$ cat src/hdl/counting_semaphore_fifo_waiters_assert.svh
// Assertion macros used by the semaphore RTL.
`ifndef COUNTING_SEMAPHORE_FIFO_WAITERS_ASSERT_SVH
`define COUNTING_SEMAPHORE_FIFO_WAITERS_ASSERT_SVH

// The condition must hold at every clock edge outside reset.
`define CSFW_ASSERT_HOLDS(label, clk, rst, cond, msg) \
   label: assert property (@(posedge clk) disable iff (rst) (cond)) else $error(msg);

// When the antecedent holds, the consequent must hold in the next cycle.
`define CSFW_ASSERT_NEXT(label, clk, rst, ante, cons, msg) \
   label: assert property (@(posedge clk) disable iff (rst) (ante) |=> (cons)) else $error(msg);

`endif

$ cat src/hdl/csfw_pkg.sv
`default_nettype none

package csfw_pkg;

   localparam int TASK_W  = 5;
   localparam int COUNT_W = 17;
   localparam int INIT_W  = 16;

   localparam logic MODE_WAIT = 1'b0;
   localparam logic MODE_POST = 1'b1;

   typedef enum logic [1:0] {
      FAULT_NONE  = 2'd0,
      FAULT_FULL  = 2'd1,
      FAULT_EMPTY = 2'd2,
      FAULT_SAT   = 2'd3
   } fault_type;

   // Commands from the semaphore core to the wait queue.
   typedef struct packed {
      logic              clear;
      logic              push;
      logic              pop;
      logic [TASK_W-1:0] push_task;
   } qctl_type;

   // Status of the wait queue seen by the core.
   typedef struct packed {
      logic              full;
      logic              empty;
      logic [TASK_W-1:0] head_task;
   } qstat_type;

endpackage

`default_nettype wire

$ cat src/hdl/csfw_queue.sv
`default_nettype none

module csfw_queue
   import csfw_pkg::*;
#(
   parameter int MAX_WAITERS = 32
) (
   input  wire logic      clock,
   input  wire logic      reset,
   input  wire qctl_type  qctl,
   output qstat_type      qstat
);

   localparam int PTR_W  = (MAX_WAITERS > 1) ? $clog2(MAX_WAITERS) : 1;
   localparam int FILL_W = $clog2(MAX_WAITERS + 1);

   logic [TASK_W-1:0] mem_ff [MAX_WAITERS];
   logic [PTR_W-1:0]  head_ff, head_in;
   logic [PTR_W-1:0]  tail_ff, tail_in;
   logic [FILL_W-1:0] fill_ff, fill_in;
   logic [TASK_W-1:0] head_task_ff;

   function automatic logic [PTR_W-1:0] ptr_next(input logic [PTR_W-1:0] ptr);
      logic [PTR_W-1:0] res;
      if (ptr == PTR_W'(MAX_WAITERS - 1)) begin
         res = '0;
      end else begin
         res = ptr + 1'b1;
      end
      return res;
   endfunction

   always_comb begin
      head_in = head_ff;
      tail_in = tail_ff;
      fill_in = fill_ff;
      if (qctl.clear) begin
         head_in = '0;
         tail_in = '0;
         fill_in = '0;
      end else if (qctl.push) begin
         tail_in = ptr_next(tail_ff);
         fill_in = fill_ff + 1'b1;
      end else if (qctl.pop) begin
         head_in = ptr_next(head_ff);
         fill_in = fill_ff - 1'b1;
      end
   end

   always_ff @(posedge clock) begin
      if (reset) begin
         head_ff <= '0;
         tail_ff <= '0;
         fill_ff <= '0;
      end else begin
         head_ff <= head_in;
         tail_ff <= tail_in;
         fill_ff <= fill_in;
      end
   end

   // The read port always fetches the entry at the next head, so the task to
   // wake is ready in a register. A push into the slot being fetched is
   // forwarded, which covers a push into an empty queue.
   always_ff @(posedge clock) begin
      if (qctl.push && !qctl.clear) begin
         mem_ff[tail_ff] <= qctl.push_task;
      end
      if (qctl.push && !qctl.clear && (tail_ff == head_in)) begin
         head_task_ff <= qctl.push_task;
      end else begin
         head_task_ff <= mem_ff[head_in];
      end
   end

   assign qstat.full      = (fill_ff == FILL_W'(MAX_WAITERS));
   assign qstat.empty     = (fill_ff == '0);
   assign qstat.head_task = head_task_ff;

endmodule

`default_nettype wire

$ cat src/hdl/counting_semaphore_fifo_waiters.sv
`default_nettype none

// Counting semaphore with a first-in first-out queue of up to MAX_WAITERS
// blocked task numbers. Each request beat (tuser = 0 wait, 1 post) yields one
// response beat; the block takes one beat per clock while rsp_tready is not held low.
// A request passes the input register, then the result register, before its
// response is presented; a response that is not taken holds both registers.
// The queue is a memory with one write port and one registered read port that
// always holds the task at the next head. Writing csr_wdata with csr_wen
// reloads the count and empties the queue at once; do so only while no
// request is in flight. Faults (queue full on wait, queue empty on post,
// count at 65535 on post) leave the state unchanged.
module counting_semaphore_fifo_waiters
   import csfw_pkg::*;
#(
   parameter int MAX_WAITERS = 32
) (
   input  wire logic              clock,
   input  wire logic              reset,
   input  wire logic              csr_wen,
   input  wire logic [INIT_W-1:0] csr_wdata,    // initial_count
   input  wire logic              req_tvalid,
   output logic                   req_tready,
   input  wire logic [7:0]        req_tdata,    // [4:0] task_id, [7:5] zero
   input  wire logic              req_tuser,    // [0] mode
   output logic                   rsp_tvalid,
   input  wire logic              rsp_tready,
   output logic [31:0]            rsp_tdata     // [0] caller_blocked, [1] woken_valid,
                                                // [6:2] woken_task, [8:7] fault,
                                                // [25:9] count_now, [31:26] zero
);

   localparam logic signed [COUNT_W-1:0] COUNT_TOP = 17'sd65535;

   logic              in_valid_ff, in_valid_in;
   logic              in_mode_ff;
   logic [TASK_W-1:0] in_task_ff;

   logic              out_valid_ff, out_valid_in;
   logic              out_blocked_ff;
   logic              out_woken_ff;
   logic [TASK_W-1:0] out_task_ff;
   fault_type         out_fault_ff;
   logic [COUNT_W-1:0] out_count_ff;

   logic signed [COUNT_W-1:0] count_ff, count_in;

   logic              advance;
   logic              process;
   logic              count_neg;
   logic              count_le0;
   logic              res_blocked;
   logic              res_woken;
   fault_type         res_fault;

   qctl_type          qctl;
   qstat_type         qstat;

   assign advance    = !out_valid_ff || rsp_tready;
   assign req_tready = !in_valid_ff || advance;
   assign process    = in_valid_ff && advance;

   assign count_neg  = count_ff[COUNT_W-1];
   assign count_le0  = count_neg || (count_ff == '0);

   always_comb begin
      res_blocked = 1'b0;
      res_woken   = 1'b0;
      res_fault   = FAULT_NONE;
      unique case (in_mode_ff)
         MODE_WAIT: begin
            if (count_le0) begin
               if (qstat.full) begin
                  res_fault = FAULT_FULL;
               end else begin
                  res_blocked = 1'b1;
               end
            end
         end
         MODE_POST: begin
            if (count_ff >= COUNT_TOP) begin
               res_fault = FAULT_SAT;
            end else if (count_neg) begin
               if (qstat.empty) begin
                  res_fault = FAULT_EMPTY;
               end else begin
                  res_woken = 1'b1;
               end
            end
         end
         default: begin
            res_fault = FAULT_NONE;
         end
      endcase
   end

   always_comb begin
      count_in = count_ff;
      if (csr_wen) begin
         count_in = signed'({1'b0, csr_wdata});
      end else if (process && (res_fault == FAULT_NONE)) begin
         if (in_mode_ff == MODE_WAIT) begin
            count_in = count_ff - 17'sd1;
         end else begin
            count_in = count_ff + 17'sd1;
         end
      end
   end

   assign qctl.clear     = csr_wen;
   assign qctl.push      = process && res_blocked;
   assign qctl.pop       = process && res_woken;
   assign qctl.push_task = in_task_ff;

   csfw_queue #(
      .MAX_WAITERS (MAX_WAITERS)
   ) u_queue (
      .clock (clock),
      .reset (reset),
      .qctl  (qctl),
      .qstat (qstat)
   );

   always_comb begin
      in_valid_in = in_valid_ff;
      if (req_tready) begin
         in_valid_in = req_tvalid;
      end
      out_valid_in = out_valid_ff;
      if (advance) begin
         out_valid_in = in_valid_ff;
      end
   end

   always_ff @(posedge clock) begin
      if (reset) begin
         in_valid_ff  <= 1'b0;
         out_valid_ff <= 1'b0;
         count_ff     <= '0;
      end else begin
         in_valid_ff  <= in_valid_in;
         out_valid_ff <= out_valid_in;
         count_ff     <= count_in;
      end
   end

   always_ff @(posedge clock) begin
      if (req_tvalid && req_tready) begin
         in_mode_ff <= req_tuser;
         in_task_ff <= req_tdata[TASK_W-1:0];
      end
      if (process) begin
         out_blocked_ff <= res_blocked;
         out_woken_ff   <= res_woken;
         out_task_ff    <= res_woken ? qstat.head_task : '0;
         out_fault_ff   <= res_fault;
         out_count_ff   <= count_in;
      end
   end

   assign rsp_tvalid = out_valid_ff;
   assign rsp_tdata  = {6'd0, out_count_ff, out_fault_ff, out_task_ff,
                        out_woken_ff, out_blocked_ff};

   `include "counting_semaphore_fifo_waiters_assert.svh"

   // A negative count always means tasks are queued, and only then.
   `CSFW_ASSERT_HOLDS(a_count_matches_queue, clock, reset,
      count_neg == !qstat.empty,
      "semaphore count sign disagrees with wait queue occupancy")
   // A faulting operation leaves the count untouched.
   `CSFW_ASSERT_NEXT(a_fault_keeps_count, clock, reset,
      process && (res_fault != FAULT_NONE) && !csr_wen, $stable(count_ff),
      "faulting operation changed the count")
   // A blocked caller is only reported with a negative count.
   `CSFW_ASSERT_HOLDS(a_blocked_negative, clock, reset,
      !(out_valid_ff && out_blocked_ff) || out_count_ff[COUNT_W-1],
      "blocked caller reported with non-negative count")

endmodule

`default_nettype wire
$ cat config.mk
export PLATFORM = sky130hd
export DESIGN_NAME = counting_semaphore_fifo_waiters
export DESIGN_NICKNAME = d
export VERILOG_FILES = /design/src/hdl/csfw_pkg.sv /design/src/hdl/csfw_queue.sv /design/src/hdl/counting_semaphore_fifo_waiters.sv
export VERILOG_INCLUDE_DIRS = /design/src /design/src/hdl
export SDC_FILE = /design/constraint.sdc
export NUM_CORES = 1
export LEC_CHECK = 0
export BUFFER_PORTS_ARGS = -buffer_cell sky130_fd_sc_hd__buf_2
export CAP_MARGIN = 10
export CORE_MARGIN = 4
export CORE_UTILIZATION = 30
export DETAILED_ROUTE_END_ITERATION = 7
export GPL_TIMING_DRIVEN = 0
export PLACE_DENSITY = 0.47
export SETUP_SLACK_MARGIN = 0.1
export SLEW_MARGIN = 15
export SYNTH_ARGS = -nofsm -noshare
export SYNTH_HDL_FRONTEND = slang
export SYNTH_SLANG_ARGS = --single-unit
$ cat constraint.sdc
create_clock -name clock -period 4.05 [get_ports clock]
set_input_delay 0.81 -clock clock [delete_from_list [all_inputs] [get_ports clock]]
set_output_delay 0.81 -clock clock [all_outputs]
set_load 0.01 [all_outputs]
==> reports/metrics.cfg <==
[yosys]
synthXorXnorAreaFrac_pct = 1.461
synth_fa_ha_area_share_pct = 3.708
synth_seq_cells = 232
syn-cell-area_um2 = 10190
synth-simple-area-share_pct = 9.541
seq_area_frac_synth_pct = 64.44
synth.area.mux_share_pct = 13.04
synth_top_family_by_area = multiplexers
synthCells = 677
synth_compound_area_share_pct = 5.415
yosys_warnings = 0
synth_cell_type_count = 59
synth_edf_count = 192
synth.avg_cell_area_um2 = 15.05
synth-main-ff-cell = edfxtp_1
postSynth.asyncResetShare_pct = 0

[pwr]
p_leak_uw = 0.004020
power_density_nw_per_um2 = 434.8
vdd_drop_max_v = 0.0002600

[sta]
setup_viol = 0
slew_headroom_pct = 26.88
slew_violations = 0
fin_crit_ps = 3607
min_period_over_period_pct = 89.07
rsz0062_at_grt = false
fmax_ghz = 0.2772
hold-worst-slack_ps = 466.4
setup_tns_ps = 0
hold_viol = 0
clock_skew_ps = 15.19
worstMarginPinSlew_ps = 1097

[placed_design]
postPlaceCellArea_um2 = 11070
hpwl_mm = 15.47
dp_cells = 1184
portBuffers = 53
gp_congestion = 0.7853

[worst_setup_path]
cpMostUsedCell = o21ai_0
cp.arrival_ps = 3880
endpoint_kind = flip-flop
worstPathCellList = clkinvlp_4 > buf_4 > fa_1 > a211oi_1 > o211ai_1 > nand3_1 > a31oi_1 > o21ai_0 > a21oi_1 > o21ai_0 > mux2_2
crit_fanout = 9
cp-start-kind = flip-flop
slowest_stage = edfxtp_1
critPathKind = reg2reg
critical-path-top-delay-family = compound AO/OA/AOI/OAI gates
crit_path_max_incr_delay_ps = 570
required_ps = 4320
cp_num_buf_inv = 2

[floorplan]
rows = 67
die_w_um = 192.3
fp.dieH_um = 192.3
start_util_pct = 30.39
io_pins = 64
core_um2 = 33530
die_area_um2 = 36980

[min_path]
hp-class = in2reg

[detailed_routing]
avgRoutedWirePerCell_um = 18.44
viasPerCell = 4.691
via_count = 5803
drc = 0
drt-pass1-iter-count = 4
first_iter_violations = 321
detail-route-antenna-nets = 0
drt-total-wl_mm = 22.81

[grt]
grt_antenna_before_repair = 0
grt_max_degree = 33
gr-total-overflow = 0
grt_pass1_wl_mm = 35.14
grt_usage_pct = 12.33
grt_pass1_vias = 5926

[cts]
numCtsBuffers = 25
cts_tree = yes
clk_latency_ps = 530
root_buffer = clkbuf_16
cts_sinks = 232
clk_pin_slew_ps = 60
clk_path_buf_depth = 3
cts.htree.levels = 1
cts_hold_buf = 0

[final_layout]
area_delta_synth_final_pct = 17.41
final_nets = 829
drive_gt1_share_pct = 23.07
stdcell_area_um2 = 11960
n_antenna_cell = 0
final_core_util_pct = 35.68
stdcell_count = 1237

[outcome]
status = finished clean

[flow_run]
maxCapViolCount = 0

Yosys cell counts, types with 3 or more instances:
cell type	n	area (µm²)
a21oi_1	32	160.2
dfxtp_1	40	800.8
mux2i_1	18	180.2
buf_4	9	67.56
xor2_1	3	26.28
o211ai_1	3	22.52
and2b_1	4	30.03
o21ai_1	5	25.02
ha_1	27	337.8
buf_1	3	11.26
nor2_1	80	300.3
a21o_1	3	22.52
buf_2	6	30.03
a211oi_1	6	45.04
a31oi_1	5	31.28
and3_1	5	31.28
nand3_1	10	50.05
o21a_1	3	22.52
and2_1	3	18.77
edfxtp_1	192	5766
inv_1	14	52.55
mux4_2	50	1126
o21ai_0	19	95.09
a2bb2oi_2	3	45.04
o21bai_1	3	22.52
nor2b_1	10	62.56
xnor2_1	14	122.6
nor3_1	6	30.03
nand2_1	30	112.6
nand4_1	4	25.02
nor4_1	6	37.54
nand3b_1	5	37.54
clkbuf_1	18	67.56
or3_1	5	31.28
cells in the final DEF (no fill, tap or decap), types with 9 or more instances in the layout:
cell type / count
edfxtp_1: 192
ha_1: 27
clkbuf_1: 24
xnor2_1: 14
clkbuf_16: 25
nor2_1: 80
a21oi_1: 32
nor2b_1: 9
buf_2: 59
inv_1: 13
mux4_2: 50
nand2_1: 30
mux2i_1: 18
o21ai_0: 19
dfxtp_1: 40
buf_4: 11
nand3_1: 10
sequential cells by signal, indices dropped and copies added, names as in the netlist, named ones only:
name,cells
in_valid_ff,1
u_queue.mem_ff,160
out_blocked_ff,1
out_woken_ff,1
in_mode_ff,1
u_queue.fill_ff,6
count_ff,17
in_task_ff,5
rsp_tvalid,1
u_queue.tail_ff,5
out_task_ff,5
u_queue.head_ff,5
out_count_ff,17
out_fault_ff,2
cells by family (layout without fill, tap and decap cells):
| group | count (synthesis) | after routing |
|---|---|---|
| adder cells (fa/ha/maj) | 29 | 29 |
| multiplexers | 70 | 70 |
| other | 1 | 6 |
| buffers and inverters | 51 | 158 |
| flip-flops | 232 | 232 |
| AND/OR/NAND/NOR | 188 | 188 |
| AO/OA/AOI/OAI | 89 | 89 |
| XOR/XNOR | 17 | 17 |
repair_timing:
item,CTS,global route
setup endpoints to repair,0,2
resized for setup,0,1
buffers inserted,0,2
per-stage QoR:
step	total power [µW]	setup slack, ps
floorplan	2897	318.7
global placement	2999	-813.3
detailed placement	3000	35.98
CTS	5265	231.1
global route	5427	182.1
finish	5202	442.7
worst reg2reg max path: stages (launching register included):
cell        delay, ps
edfxtp_1          570
clkinvlp_4        140
buf_4             190
fa_1              490
a211oi_1          390
o211ai_1          260
nand3_1           200
a31oi_1           120
o21ai_0           220
a21oi_1            90
o21ai_0           310
mux2_2            380
per-layer routing:
layer  track usage (%)  wire [µm]  vias up
met5                 0          0        -
met4             2.468        272        0
met3             2.261       1409       21
met2             20.31      10660      125
met1             17.22      10470     2872
li1                  -          -     2785
cell type report:
cell class                      count  area [µm²]
Timing Repair Buffer               60       360.3
Multi-Input combinational cell    399        3410
Buffer                             37       187.7
Fill cell                        3256       21570
Inverter                           14       56.30
Timing Repair inverter              1       5.005
Tap cell                          448       560.5
Clock inverter                     12       128.9
Sequential cell                   232        6566
Clock buffer                       34       689.4
worst paths after layout:
path | from | endpoint | slack [ps] | cells past startpoint
max | in_mode_ff$_DFFE_PP_ | out_count_ff[16]$_DFFE_PP_ | 440 | 11
min | req_tuser | in_mode_ff$_DFFE_PP_ | 470 | 1
max reg2reg | in_mode_ff$_DFFE_PP_ | out_count_ff[16]$_DFFE_PP_ | 440 | 11
min reg2reg | u_queue.fill_ff[3]$_SDFFE_PP0P_ | u_queue.fill_ff[3]$_SDFFE_PP0P_ | 510 | 2
power breakdown:
part | internal [µW] | total, µW | switching (µW)
Sequential | 2620 | 2660 | 39.5
Clock | 1330 | 2250 | 919
Combinational | 126 | 299 | 172
Total | 4070 | 5200 | 1130
No activity file was read; power rests on OpenSTA's default activity.
